### src/rtl/core/pcds_pkg.sv
`timescale 1ns / 1ps
// ----------------------------------------------------------------------------
// pcds_pkg
// Shared types, codes and reset values of the phase-cut dimmer scheduler.
// ----------------------------------------------------------------------------
package pcds_pkg;

	localparam int DELAY_W        = 10;
	localparam int CMD_W          = 2;
	localparam int CHAN_W         = 2;
	localparam int VALUE_W        = 8;
	localparam int GATE_W         = 4;
	localparam int REG_IDX_W      = 2;
	localparam int DEFAULT_CHANNELS = 4;

	localparam logic [DELAY_W-1:0] RST_PERIOD_TOP   = 10'd625;
	localparam logic [DELAY_W-1:0] RST_RESYNC_COUNT = 10'd620;
	localparam logic [DELAY_W-1:0] RST_OFF_POINT    = 10'd550;
	localparam logic [DELAY_W-1:0] DELAY_BASE       = 10'd512;
	localparam logic [VALUE_W-1:0] BRIGHT_FULL      = 8'd255;
	localparam logic [VALUE_W-1:0] BRIGHT_NONE      = 8'd0;

	typedef enum logic [CMD_W-1:0] {
		CMD_TICK       = 2'd0,
		CMD_ZERO_CROSS = 2'd1,
		CMD_SET_LEVEL  = 2'd2,
		CMD_SET_ENABLE = 2'd3
	} cmd_t;

	typedef enum logic [REG_IDX_W-1:0] {
		REG_PERIOD_TOP   = 2'd0,
		REG_RESYNC_COUNT = 2'd1,
		REG_OFF_POINT    = 2'd2,
		REG_UNUSED       = 2'd3
	} reg_idx_t;

	typedef enum logic [1:0] {
		ST_IDLE,
		ST_EXEC,
		ST_PLACE
	} state_t;

	// Operation broadcast to every cell of the table row.
	typedef struct packed {
		logic               remove;
		logic               place;
		logic               latch;
		logic               fire_en;
		logic [DELAY_W-1:0] new_delay;
		logic [DELAY_W-1:0] tick;
		logic [DELAY_W-1:0] off_point;
	} cell_ctrl_t;

endpackage

### src/rtl/core/pcds_cell.sv
`timescale 1ns / 1ps
// ----------------------------------------------------------------------------
// pcds_cell
// One slot of the sorted firing table: pending and latched entry, with the
// neighbor links used for remove, sorted insert and chained firing.
// ----------------------------------------------------------------------------
module pcds_cell #(
	parameter int OW   = 2,
	parameter int IDX  = 0,
	parameter bit LAST = 1'b0
) (
	input  logic                          clk,
	input  logic                          arst_n,
	input  pcds_pkg::cell_ctrl_t          ctrl,
	input  logic [OW-1:0]                 chan,
	input  logic                          slot_hit,
	input  logic [OW-1:0]                 left_ord,
	input  logic [pcds_pkg::DELAY_W-1:0]  left_del,
	input  logic [OW-1:0]                 right_ord,
	input  logic [pcds_pkg::DELAY_W-1:0]  right_del,
	input  logic                          rm_in,
	output logic                          rm_out,
	input  logic                          ins_in,
	output logic                          ins_out,
	input  logic                          run_in,
	output logic                          run_out,
	output logic [OW-1:0]                 pend_ord,
	output logic [pcds_pkg::DELAY_W-1:0]  pend_del,
	output logic [OW-1:0]                 lat_ord,
	output logic                          fire,
	output logic                          stop,
	output logic                          never
);

	logic [OW-1:0]                pord_q;
	logic [pcds_pkg::DELAY_W-1:0] pdel_q;
	logic [OW-1:0]                lord_q;
	logic [pcds_pkg::DELAY_W-1:0] ldel_q;
	logic                         found;
	logic                         gt;
	logic                         armed;

	assign found   = rm_in | (pord_q == chan);
	assign rm_out  = found;
	assign gt      = LAST | (ctrl.new_delay < pdel_q);
	assign ins_out = ins_in | gt;

	// later slots join the firing run while their delay is already reached
	assign armed   = (ldel_q != ctrl.off_point) && (ctrl.tick >= ldel_q);
	assign fire    = ctrl.fire_en & ((slot_hit & (ctrl.tick == ldel_q)) | (run_in & armed));
	assign run_out = fire;
	assign stop    = run_in & ~fire;
	assign never   = (ldel_q == ctrl.off_point);

	assign pend_ord = pord_q;
	assign pend_del = pdel_q;
	assign lat_ord  = lord_q;

	always_ff @(posedge clk or negedge arst_n) begin
		if (!arst_n) begin
			pord_q <= OW'(IDX);
			pdel_q <= pcds_pkg::RST_OFF_POINT;
			lord_q <= OW'(IDX);
			ldel_q <= pcds_pkg::RST_OFF_POINT;
		end else begin
			if (ctrl.remove && found) begin
				pord_q <= right_ord;
				pdel_q <= right_del;
			end else if (ctrl.place) begin
				if (ins_in) begin
					pord_q <= left_ord;
					pdel_q <= left_del;
				end else if (gt) begin
					pord_q <= chan;
					pdel_q <= ctrl.new_delay;
				end
			end
			if (ctrl.latch) begin
				lord_q <= pord_q;
				ldel_q <= pdel_q;
			end
		end
	end

endmodule

### src/rtl/core/phase_cut_dimmer_scheduler.sv
`timescale 1ns / 1ps
// ----------------------------------------------------------------------------
// phase_cut_dimmer_scheduler
// Multi-channel mains phase-cut dimmer with a sorted firing table.
// ----------------------------------------------------------------------------
// Usage:
//   s_* stream carries commands: tuser = command (tick, zero-cross, set
//   brightness, set enable), tdata = channel and value. Every command yields
//   one result on m_*: the four gate levels and the zero-cross extra gate.
//   cfg_* writes period_top (0), resync_count (1), off_point (2) while idle; user's duty, unchecked.
// Timing:
//   A command is taken into an input register at the accepting edge. Ticks,
//   zero-crosses and enables reach execution in the next cycle; their result
//   is written to the output register and shown on m_tvalid once that register
//   is free. Set brightness first makes one remove pass over the cell row and
//   then one sorted insert pass, which writes its result. A new command is
//   taken only when the sequencer is idle again. The firing table is a row of
//   cells; chained firing of equal delays happens in a single pass.
// Reset:
//   arst_n clears all state but the command and result data registers to the
//   power-up values (off_point 550, table in channel order, none enabled, gates low).
// Stalls:
//   With m_tready low the result holds in the output register; one more
//   command can be accepted and waits in execution until the register frees.
// ----------------------------------------------------------------------------
module phase_cut_dimmer_scheduler #(
	parameter int CHANNELS = pcds_pkg::DEFAULT_CHANNELS
) (
	input  logic                            clk,
	input  logic                            arst_n,
	input  logic                            s_tvalid,
	output logic                            s_tready,
	input  logic [15:0]                     s_tdata,   // [1:0] channel, [9:2] value
	input  logic [pcds_pkg::CMD_W-1:0]      s_tuser,   // [1:0] command
	output logic                            m_tvalid,
	input  logic                            m_tready,
	output logic [7:0]                      m_tdata,   // [3:0] gate_bits, [4] extra_gate
	input  logic                            cfg_valid,
	output logic                            cfg_ready,
	input  logic [pcds_pkg::REG_IDX_W-1:0]  cfg_index,
	input  logic [pcds_pkg::DELAY_W-1:0]    cfg_data
);

	localparam int OW = (CHANNELS > 1) ? $clog2(CHANNELS) : 1;
	localparam int SW = $clog2(CHANNELS + 1);
	localparam int GC = (CHANNELS < pcds_pkg::GATE_W) ? CHANNELS : pcds_pkg::GATE_W;
	localparam int DW = pcds_pkg::DELAY_W;

	pcds_pkg::state_t state_q, state_d;

	logic [DW-1:0] period_q, resync_q, off_q;
	logic [DW-1:0] count_q, count_d, count_next;
	logic          phase_q, phase_d;
	logic [SW-1:0] slot_q, slot_d;
	logic [GC-1:0] gates_q, gates_d;
	logic [GC-1:0] aon_q, aon_d;
	logic [GC-1:0] en_q, en_d;
	logic          extra_q, extra_d;

	pcds_pkg::cmd_t              cmd_q;
	logic [pcds_pkg::CHAN_W-1:0] chan_q;
	logic [pcds_pkg::VALUE_W-1:0] val_q;

	logic                         m_tvalid_q;
	logic [pcds_pkg::GATE_W-1:0]  out_gates_q;
	logic                         out_extra_q;

	logic out_free, accept, do_remove, do_commit, ch_ok;
	logic tick_cmd, latch_now, fire_en, any_fire, any_stop, stop_never;
	logic [DW-1:0] new_delay;
	logic [SW-1:0] stop_idx;
	logic [GC-1:0] fire_ch;

	pcds_pkg::cell_ctrl_t ctrl;

	logic [OW-1:0] pord [CHANNELS];
	logic [DW-1:0] pdel [CHANNELS];
	logic [OW-1:0] lord [CHANNELS];
	logic [CHANNELS-1:0] fire_v, stop_v, never_v;
	logic [CHANNELS:0]   rm_c, ins_c, run_c;

	// ---------------------------------------------------------------- config
	assign cfg_ready = 1'b1;

	always_ff @(posedge clk or negedge arst_n) begin
		if (!arst_n) begin
			period_q <= pcds_pkg::RST_PERIOD_TOP;
			resync_q <= pcds_pkg::RST_RESYNC_COUNT;
			off_q    <= pcds_pkg::RST_OFF_POINT;
		end else if (cfg_valid && cfg_ready) begin
			case (pcds_pkg::reg_idx_t'(cfg_index))
				pcds_pkg::REG_PERIOD_TOP:   period_q <= cfg_data;
				pcds_pkg::REG_RESYNC_COUNT: resync_q <= cfg_data;
				pcds_pkg::REG_OFF_POINT:    off_q    <= cfg_data;
				default: ;
			endcase
		end
	end

	// ------------------------------------------------------------- sequencer
	assign out_free = ~m_tvalid_q | m_tready;
	assign accept   = s_tvalid & s_tready;

	always_comb begin
		state_d = state_q;
		case (state_q)
			pcds_pkg::ST_IDLE: begin
				if (s_tvalid) state_d = pcds_pkg::ST_EXEC;
			end
			pcds_pkg::ST_EXEC: begin
				if (cmd_q == pcds_pkg::CMD_SET_LEVEL) state_d = pcds_pkg::ST_PLACE;
				else if (out_free)                    state_d = pcds_pkg::ST_IDLE;
			end
			pcds_pkg::ST_PLACE: begin
				if (out_free) state_d = pcds_pkg::ST_IDLE;
			end
			default: state_d = pcds_pkg::ST_IDLE;
		endcase
	end

	always_comb begin
		s_tready  = 1'b0;
		do_remove = 1'b0;
		do_commit = 1'b0;
		case (state_q)
			pcds_pkg::ST_IDLE: s_tready = 1'b1;
			pcds_pkg::ST_EXEC: begin
				if (cmd_q == pcds_pkg::CMD_SET_LEVEL) do_remove = 1'b1;
				else                                  do_commit = out_free;
			end
			pcds_pkg::ST_PLACE: do_commit = out_free;
			default: ;
		endcase
	end

	always_ff @(posedge clk or negedge arst_n) begin
		if (!arst_n) begin
			state_q <= pcds_pkg::ST_IDLE;
		end else begin
			state_q <= state_d;
		end
	end

	// hold the accepted transaction for execution
	always_ff @(posedge clk) begin
		if (accept) begin
			cmd_q  <= pcds_pkg::cmd_t'(s_tuser);
			chan_q <= s_tdata[1:0];
			val_q  <= s_tdata[9:2];
		end
	end

	// ------------------------------------------------------------- cell row
	assign ch_ok      = (32'(chan_q) < CHANNELS);
	assign count_next = (count_q == period_q) ? '0 : count_q + 1'b1;
	assign new_delay  = ((val_q == pcds_pkg::BRIGHT_FULL) || (val_q == pcds_pkg::BRIGHT_NONE))
		? off_q : pcds_pkg::DELAY_BASE - DW'({val_q, 1'b0});

	assign tick_cmd  = do_commit & (cmd_q == pcds_pkg::CMD_TICK);
	assign latch_now = tick_cmd & ~phase_q & (count_next == off_q);
	assign fire_en   = tick_cmd & phase_q & (32'(slot_q) < CHANNELS);

	always_comb begin
		ctrl           = '0;
		ctrl.remove    = do_remove & ch_ok;
		ctrl.place     = do_commit & ch_ok & (cmd_q == pcds_pkg::CMD_SET_LEVEL);
		ctrl.latch     = latch_now;
		ctrl.fire_en   = fire_en;
		ctrl.new_delay = new_delay;
		ctrl.tick      = count_next;
		ctrl.off_point = off_q;
	end

	assign rm_c[0]  = 1'b0;
	assign ins_c[0] = 1'b0;
	assign run_c[0] = 1'b0;

	for (genvar j = 0; j < CHANNELS; j++) begin : g_cell
		localparam int LJ = (j > 0) ? j - 1 : 0;
		localparam int RJ = (j < CHANNELS - 1) ? j + 1 : j;
		pcds_cell #(
			.OW   (OW),
			.IDX  (j),
			.LAST (j == CHANNELS - 1)
		) u_cell (
			.clk       (clk),
			.arst_n    (arst_n),
			.ctrl      (ctrl),
			.chan      (OW'(chan_q)),
			.slot_hit  (slot_q == SW'(j)),
			.left_ord  (pord[LJ]),
			.left_del  (pdel[LJ]),
			.right_ord (pord[RJ]),
			.right_del (pdel[RJ]),
			.rm_in     (rm_c[j]),
			.rm_out    (rm_c[j+1]),
			.ins_in    (ins_c[j]),
			.ins_out   (ins_c[j+1]),
			.run_in    (run_c[j]),
			.run_out   (run_c[j+1]),
			.pend_ord  (pord[j]),
			.pend_del  (pdel[j]),
			.lat_ord   (lord[j]),
			.fire      (fire_v[j]),
			.stop      (stop_v[j]),
			.never     (never_v[j])
		);
	end

	// collect fired slots per channel and find where the firing run ended
	always_comb begin
		fire_ch    = '0;
		stop_idx   = SW'(CHANNELS);
		stop_never = 1'b0;
		for (int j = 0; j < CHANNELS; j++) begin
			for (int k = 0; k < GC; k++) begin
				if (fire_v[j] && (lord[j] == OW'(k))) fire_ch[k] = 1'b1;
			end
			if (stop_v[j]) begin
				stop_idx   = SW'(j);
				stop_never = never_v[j];
			end
		end
	end

	assign any_fire = |fire_v;
	assign any_stop = |stop_v;

	// ---------------------------------------------------------- state update
	always_comb begin
		count_d = count_q;
		phase_d = phase_q;
		slot_d  = slot_q;
		gates_d = gates_q;
		aon_d   = aon_q;
		en_d    = en_q;
		extra_d = extra_q;
		case (cmd_q)
			pcds_pkg::CMD_TICK: begin
				count_d = count_next;
				if (!phase_q) begin
					if (latch_now) begin
						gates_d = gates_q & aon_q;
						slot_d  = '0;
						phase_d = (pdel[0] != off_q);
					end
				end else if (32'(slot_q) >= CHANNELS) begin
					phase_d = 1'b0;
				end else if (any_fire) begin
					gates_d = gates_q | (fire_ch & en_q);
					slot_d  = stop_idx;
					phase_d = any_stop & ~stop_never;
				end
			end
			pcds_pkg::CMD_ZERO_CROSS: begin
				count_d = resync_q;
				if ((GC == pcds_pkg::GATE_W) && en_q[GC-1]) extra_d = 1'b1;
			end
			pcds_pkg::CMD_SET_LEVEL: begin
				for (int k = 0; k < GC; k++) begin
					if (chan_q == pcds_pkg::CHAN_W'(k)) begin
						if (val_q == pcds_pkg::BRIGHT_FULL) begin
							aon_d[k] = 1'b1;
							if (en_q[k]) gates_d[k] = 1'b1;
						end else begin
							aon_d[k] = 1'b0;
						end
					end
				end
			end
			pcds_pkg::CMD_SET_ENABLE: begin
				for (int k = 0; k < GC; k++) begin
					if (chan_q == pcds_pkg::CHAN_W'(k)) begin
						en_d[k] = (val_q != '0);
						if (val_q != '0) begin
							if (aon_q[k]) gates_d[k] = 1'b1;
						end else if (k == pcds_pkg::GATE_W - 1) begin
							extra_d = 1'b0;
						end else begin
							gates_d[k] = 1'b0;
						end
					end
				end
			end
			default: ;
		endcase
	end

	always_ff @(posedge clk or negedge arst_n) begin
		if (!arst_n) begin
			count_q <= '0;
			phase_q <= 1'b0;
			slot_q  <= '0;
			gates_q <= '0;
			aon_q   <= '0;
			en_q    <= '0;
			extra_q <= 1'b0;
		end else if (do_commit) begin
			count_q <= count_d;
			phase_q <= phase_d;
			slot_q  <= slot_d;
			gates_q <= gates_d;
			aon_q   <= aon_d;
			en_q    <= en_d;
			extra_q <= extra_d;
		end
	end

	// ------------------------------------------------------- output register
	always_ff @(posedge clk or negedge arst_n) begin
		if (!arst_n) begin
			m_tvalid_q <= 1'b0;
		end else if (do_commit) begin
			m_tvalid_q <= 1'b1;
		end else if (m_tready) begin
			m_tvalid_q <= 1'b0;
		end
	end

	always_ff @(posedge clk) begin
		if (do_commit) begin
			out_gates_q <= pcds_pkg::GATE_W'(gates_d);
			out_extra_q <= extra_d;
		end
	end

	assign m_tvalid = m_tvalid_q;
	assign m_tdata  = {3'b000, out_extra_q, out_gates_q};

	// ------------------------------------------------------------ assertions
	a_single_stop: assert property (@(posedge clk) disable iff (!arst_n)
		$onehot0(stop_v))
		else $error("firing run ended at more than one slot");

	a_slot_in_table: assert property (@(posedge clk) disable iff (!arst_n)
		phase_q |-> (32'(slot_q) < CHANNELS))
		else $error("firing phase with slot past the table");

	a_place_after_remove: assert property (@(posedge clk) disable iff (!arst_n)
		(state_q == pcds_pkg::ST_PLACE && $past(state_q) != pcds_pkg::ST_PLACE)
		|-> $past(state_q == pcds_pkg::ST_EXEC && cmd_q == pcds_pkg::CMD_SET_LEVEL))
		else $error("insert pass without a preceding remove pass");

	a_commit_has_room: assert property (@(posedge clk) disable iff (!arst_n)
		do_commit |-> (!m_tvalid_q || m_tready))
		else $error("result written over an unread result");

endmodule
### config.mk
export PLATFORM = sky130hd
export DESIGN_NAME = phase_cut_dimmer_scheduler
export DESIGN_NICKNAME = d
export VERILOG_FILES = /design/src/rtl/core/pcds_pkg.sv /design/src/rtl/core/pcds_cell.sv /design/src/rtl/core/phase_cut_dimmer_scheduler.sv
export SDC_FILE = /design/constraint.sdc
export NUM_CORES = 1
export LEC_CHECK = 0
export ABC_AREA = 1
export CAP_MARGIN = 20
export CORE_MARGIN = 2
export CORE_UTILIZATION = 37
export CTS_CLUSTER_SIZE = 10
export DETAILED_ROUTE_END_ITERATION = 8
export DONT_BUFFER_PORTS = 1
export PLACE_DENSITY = 0.61
export SYNTH_ARGS = -nofsm -noshare
export SYNTH_HDL_FRONTEND = slang
export SYNTH_SLANG_ARGS = --single-unit
### constraint.sdc
create_clock -name clk -period 6.08 [get_ports clk]
set_input_delay 0.304 -clock clk [delete_from_list [all_inputs] [get_ports clk]]
set_output_delay 0.304 -clock clk [all_outputs]
set_load 0.01 [all_outputs]
# Word-level counts from Yosys, hierarchy flattened
# Cells that the tools add are included.
# Widths: inputs -> output; s select.
[word_totals]
register_bits = 173
in_bits = 35
out_inout_bits = 11
elab_cells = 302
[classes]
n_addsub = 2
order_cmp = 8
eq_ne = 46
muxes = 102
bitwise_logic = 41
n_reduce_logical = 64
[op_table]
columns = ["op", "n"]
rows = [
  ["$mux 10", 14],
  ["$eq 10x10->1", 9],
  ["$mux 1", 57],
  ["$ne 10x10->1", 4],
  ["$ge 10x10->1", 3],
  ["$lt 10x10->1", 3],
  ["$mux 2", 15],
  ["$eq 2x2->1 const B", 14],
  ["$reduce_and 3->1", 8],
  ["$logic_and 1x1->1", 23],
  ["$and 1x1->1", 22],
  ["$mux 3", 7],
  ["$pmux 10 s2", 1],
  ["$reduce_and 2->1", 9],
  ["$eq 2x1->1 const B", 8],
  ["$logic_not 2->1", 8],
  ["$mux 4", 4],
  ["$reduce_bool 2->1", 7],
  ["$pmux 4 s3", 1],
  ["$add 10x1->10 const B", 1],
  ["$sub 10x9->10 const A", 1],
  ["$or 1x1->1", 9],
  ["$and 4x4->4", 2],
  ["$eq 2x2->1", 4],
  ["other kinds (19)", 29],
]

# Logic depth before layout (Yosys ltp)
[logic_depth]
depth_word = 25
ltp_mapped = 34
depth_no_buf = 33

# By module
# Synthesis repeated with hierarchy kept, for this count alone.
[hier_totals]
hier_cells = 1754
hier_area_um2 = 12396.9
[by_module_without_submodules]
columns = ["module", "instances", "cells_per_inst", "area_per_inst_um2", "seq_area_each_um2"]
rows = [
  ["phase_cut_dimmer_scheduler", 1, 624, 4649.5, 2029.4],
  ["pcds_cell (g_cell[1].u_cell ...)", 2, 301, 1999.4, 613.1],
  ["pcds_cell (g_cell[0].u_cell)", 1, 301, 1996.9, 610.6],
  ["pcds_cell (g_cell[3].u_cell)", 1, 227, 1751.7, 615.6],
]

# Least setup slack after synthesis
# No wires, ideal clock.
[synth_timing]
path_type = "reg-to-reg"
start = "register val_q[0] (netlist name)"
end = "register g_cell[3].u_cell.pdel_q (netlist bit g_cell[3].u_cell.pend_del[7])"
setup_time_ns = 0.130
arrival_time_ns = 3.855
t_required_ns = 5.950
slack_ns = 2.094
stages_incl_launch_ff = 26
n_path_buf = 2
synth_period_minus_slack_ns = 3.986
cell_sequence = "edfxtp_1 > inv_1 > ha_1 > nand2_1 > nor2_1 > nand3b_1 > nor2_1 > inv_1 > or2_1 > buf_6 > nand2_4 > inv_1 > o21ai_0 > ha_1 > nand2_1 > o21bai_1 > a21oi_1 > a2111oi_0 > o41ai_2 > nand2_2 > inv_2 > nand2_2 > clkbuf_1 > nand2_1 > o211ai_1 > o21ai_0"
[synth_between]
elab_chain_len = 7
elab_cells_between_ends = 11
cone_classes = "1 x add/sub; 3 x order compare; 1 x eq/ne; 2 x mux; 2 x bitwise; 2 x reduce/logical"
[synth_lines]
columns = ["item", "line_no", "rtl"]
rows = [
  ["start, declared", "phase_cut_dimmer_scheduler.sv:62", "logic [pcds_pkg::VALUE_W-1:0] val_q;"],
  ["start signal, assigned", "phase_cut_dimmer_scheduler.sv:149", "val_q <= s_tdata[9:2];"],
  ["branches (longest 2 deep; another with $sub 10x9->10)", "-", ""],
  ["$mux 10 (*)", "phase_cut_dimmer_scheduler.sv:157", "? off_q : pcds_pkg::DELAY_BASE - DW'({val_q, 1'b0});"],
  ["$lt 10x10->1", "pcds_cell.sv:45", "assign gt = LAST | (ctrl.new_delay < pdel_q);"],
  ["$or 1x1->1 (2 in a row)", "pcds_cell.sv:46", "assign ins_out = ins_in | gt;"],
  ["$mux 10 (*)", "pcds_cell.sv:70", "if (ins_in) begin"],
  ["end signal, assigned", "pcds_cell.sv:68", "pdel_q <= right_del;"],
  ["end signal, assigned", "pcds_cell.sv:72", "pdel_q <= left_del;"],
  ["end signal, assigned", "pcds_cell.sv:75", "pdel_q <= ctrl.new_delay;"],
  ["end, declared", "pcds_cell.sv:36", "logic [pcds_pkg::DELAY_W-1:0] pdel_q;"],
]
# Mark *: on every way between the ends.
# A chain may end at the register's enable or synchronous reset.

# Worst setup path in the final report
[layout_timing]
start = "register val_q[0] (netlist name)"
end = "register g_cell[1].u_cell.pdel_q (netlist bit g_cell[1].u_cell.pend_del[2])"
[layout_between]
elab_chain_len = 7
elab_cells_between_ends = 13
cone_classes = "1 x add/sub; 2 x order compare; 1 x eq/ne; 5 x mux; 4 x reduce/logical"
[layout_lines]
columns = ["item", "line_no", "rtl"]
rows = [
  ["branches (longest 2 deep; another with $sub 10x9->10)", "-", ""],
  ["$mux 10 (*)", "phase_cut_dimmer_scheduler.sv:157", ""],
  ["$lt 10x10->1 or $mux 10 (tied branches)", "pcds_cell.sv:45, pcds_cell.sv:73", ""],
  ["$mux 10", "pcds_cell.sv:70", ""],
  ["$mux 10", "pcds_cell.sv:69", "end else if (ctrl.place) begin"],
  ["$mux 10", "pcds_cell.sv:66", "if (ctrl.remove && found) begin"],
  ["end signal, assigned", "pcds_cell.sv:68", ""],
  ["end signal, assigned", "pcds_cell.sv:72", ""],
  ["end signal, assigned", "pcds_cell.sv:75", ""],
  ["end, declared", "pcds_cell.sv:36", ""],
]
# Mark *: on every way between the ends. The select of a mux whose other input is x is not followed.

==> results.cfg <==
[run_status]
status = complete, no violations

[hold_path]
whs_path_depth = 2
min_path_type = in -> reg

[detailed_routing]
wl_per_cell_um = 17.1
vias = 9946
drt_wl_total_um = 32000
drt_pass1_iterations = 5
vias_per_cell = 5.31
drcViolationCount = 0
final_antenna_net_count = 0
detailedRoute.firstIterationViolations = 906

[die]
start_util_pct = 37.7
dieArea_um2 = 31700
core_um2 = 29700
boundaryPins = 46
rows = 63
die_x_um = 178
die_h_um = 178

[grt]
grt-ovfl-total = 0
grt_pass1_wl_um = 50600
track_usage_pct = 20.8
grt_max_degree = 157
grt_pass1_vias = 9217
antenna_found_initial = 0

[timing]
hold_violations = 0
tightest_slew_ns = 0.839
relSlewSlack_pct = 44.0
maxSlewViolCount = 0
finalCriticalPeriod_ns = 5.06
setup_viol = 0
fin_crit_sh_pct = 83.2
fin_tns_setup_ns = 0
skew_ns = 0.0147
rsz0062_at_grt = false
max_freq_mhz = 198

[clock_network]
worst_skew_pair.late_latency_ns = 0.44
cts_setup_buffers = 0
path_clk_slew_ns = 0.07
post_cts_resized = 0
cts.sinks = 173
cts_buffers = 17
cts_tree = yes
cts-htree-levels = 4
ctsRootBufferMaster = clkbuf_16
cts_buffer_depth = 2
ctsHoldBuffers = 14

[synth]
synth_flop_cell = dfrtp_1
yosysTopAreaCell = dfrtp_1
synth_edf_count = 17
synth_cell_types = 62
async_flop_share_pct = 90.2
ys_seq_area_share_pct = 40.0
synthTopCellsByArea = dfrtp_1 (23%), nand2_1 (13%), dfstp_2 (13%)
synth_area_per_cell_um2 = 7.60
synthCells = 1476
synth_area_um2 = 11200
ys_seq_elements = 173
yosys_warnings = 0
synth_top_area_share_pct = 22.8

[cells_and_area]
finalInstanceArea_um2 = 12300
mostFrequentLayoutCell = nand2_1
stdcell_count = 1873
mostFrequentLayoutCells = nand2_1 (384), inv_1 (223), o21ai_0 (130)
finish.net_count = 1567
syn_to_final_growth_pct = 9.33
drive_gt1_share_pct = 10.7
diodes = 0

[placed_design]
portBuffers = 0
gp_congestion = 0.884
dp_hpwl_um = 24000
placed_area_um2 = 11500
dp_cells = 1828

[power]
leakagePower_nw = 5.73
vdd_drop_max_v = 0.000218
powerDensity_nw_per_um2 = 424
total_power_w = 0.00520

[critical_path]
cp.required_ns = 6.44
cp-start-kind = register
crit_type = reg -> reg
r2r_end = g_cell[1].u_cell.pend_del[2]$_DFFE_PN1P_
cp_max_fo = 14
crit_path_start = val_q[0]$_DFFE_PP_
cp-end-kind = register
reg2reg_from = val_q[0]$_DFFE_PP_
reg2regPathDepth = 24
worstSetupEndpoint = g_cell[1].u_cell.pend_del[2]$_DFFE_PN1P_
r2r_slack_ns = 1.02
arrival_ns = 5.42

[flow_run]
cap_viol_max_count = 0
[power by group]
part	switching, W	internal (W)
Combinational	0.00157	0.000797
Clock	0.000508	0.000553
Sequential	0.000256	0.00152
Total	0.00233	0.00287
[cell type report]
type                            instances  area (um^2)
Clock buffer                           18          450
Clock inverter                         13          103
Fill cell                            2994        17500
Inverter                              239          898
Multi-Input combinational cell       1012         5580
Sequential cell                       173         4480
Tap cell                              390          488
Timing Repair Buffer                   28          263
[how the worst min path moves through the flow]
stage | start | end | slack (ns)
finish | cfg_data[9] | period_q[9]$_DFFE_PN1P_ | 0.05
global route | cfg_data[9] | period_q[9]$_DFFE_PN1P_ | 0.08
CTS | cfg_data[9] | period_q[9]$_DFFE_PN1P_ | 0.03
detailed placement | arst_n | g_cell[3].u_cell.ldel_q[8]$_DFFE_PN0P_ | 0.02
global placement | arst_n | g_cell[3].u_cell.ldel_q[8]$_DFFE_PN0P_ | 0.02
floorplan | arst_n | aon_q[0]$_DFFE_PN0P_ | 0.008
[state kept, by name, indices dropped and copies added, names as in the netlist, 2 cells and up]
name                    cells
g_cell.u_cell.ldel_q       40
g_cell.u_cell.pend_del     40
count_q                    10
off_q                      10
period_q                   10
resync_q                   10
g_cell.u_cell.lat_ord       8
g_cell.u_cell.pend_ord      8
val_q                       8
aon_q                       4
en_q                        4
gates_q                     4
out_gates_q                 4
slot_q                      3
chan_q                      2
cmd_q                       2
state_q                     2
[worst max-delay path, stage by stage, from the launching register on]
cell and delay, ns:
edfxtp_1 0.47, inv_1 0.10, ha_1 0.18, nand2_1 0.06
nor2_1 0.16, nand3b_1 0.12, nor2_1 0.10, inv_1 0.05
or2_1 0.33, nand2_4 0.16, inv_1 0.14, o21ai_0 0.34
inv_1 0.20, ha_1 0.32, nand2_1 0.10, o21bai_1 0.12
a21oi_1 0.09, a2111oi_0 0.51, o41ai_2 0.19, nand2_2 0.21
buf_4 0.23, nand2_1 0.08, nand2_1 0.44, o211ai_1 0.16
o21ai_1 0.11
[per-stage QoR]
step / utilization, % / hold slack, ns / setup WS, ns
global placement: 38.9 / 0.0208 / 1.24
CTS: 41.3 / 0.0321 / 1.13
global route: 41.3 / 0.0768 / 0.504
finish: 41.3 / 0.0459 / 1.02
floorplan: - / 0.00841 / 2.09
detailed placement: 38.9 / 0.0212 / 1.18
[layer usage]
| layer | GRT usage, % | up-vias | routed length (um) |
|---|---|---|---|
| li1 | - | 4874 | - |
| met1 | 29.1 | 4726 | 14900 |
| met2 | 32.1 | 295 | 14400 |
| met3 | 3.11 | 51 | 1600 |
| met4 | 8.61 | 0 | 1070 |
| met5 | 0 | - | 0 |
[Yosys cell counts (26+ instances only)]
cell type / n
a21oi_1: 45
clkbuf_1: 33
dfrtp_1: 102
dfstp_2: 54
ha_1: 61
inv_1: 223
nand2_1: 384
nand3_1: 54
nand4_1: 26
nor2_1: 77
o211ai_1: 41
o21ai_0: 130
o21ai_1: 31
[logic make-up after synthesis]
logic type	count (synthesis)	synth area share, %
buf+inv	293	10.4
flops	173	40.0
xor+xnor	23	1.80
simple gates	597	23.3
other cells	2	0.0670
compound gates	327	17.6
fa+ha+maj	61	6.81
Note: power is estimated with default switching activity, not from simulation.
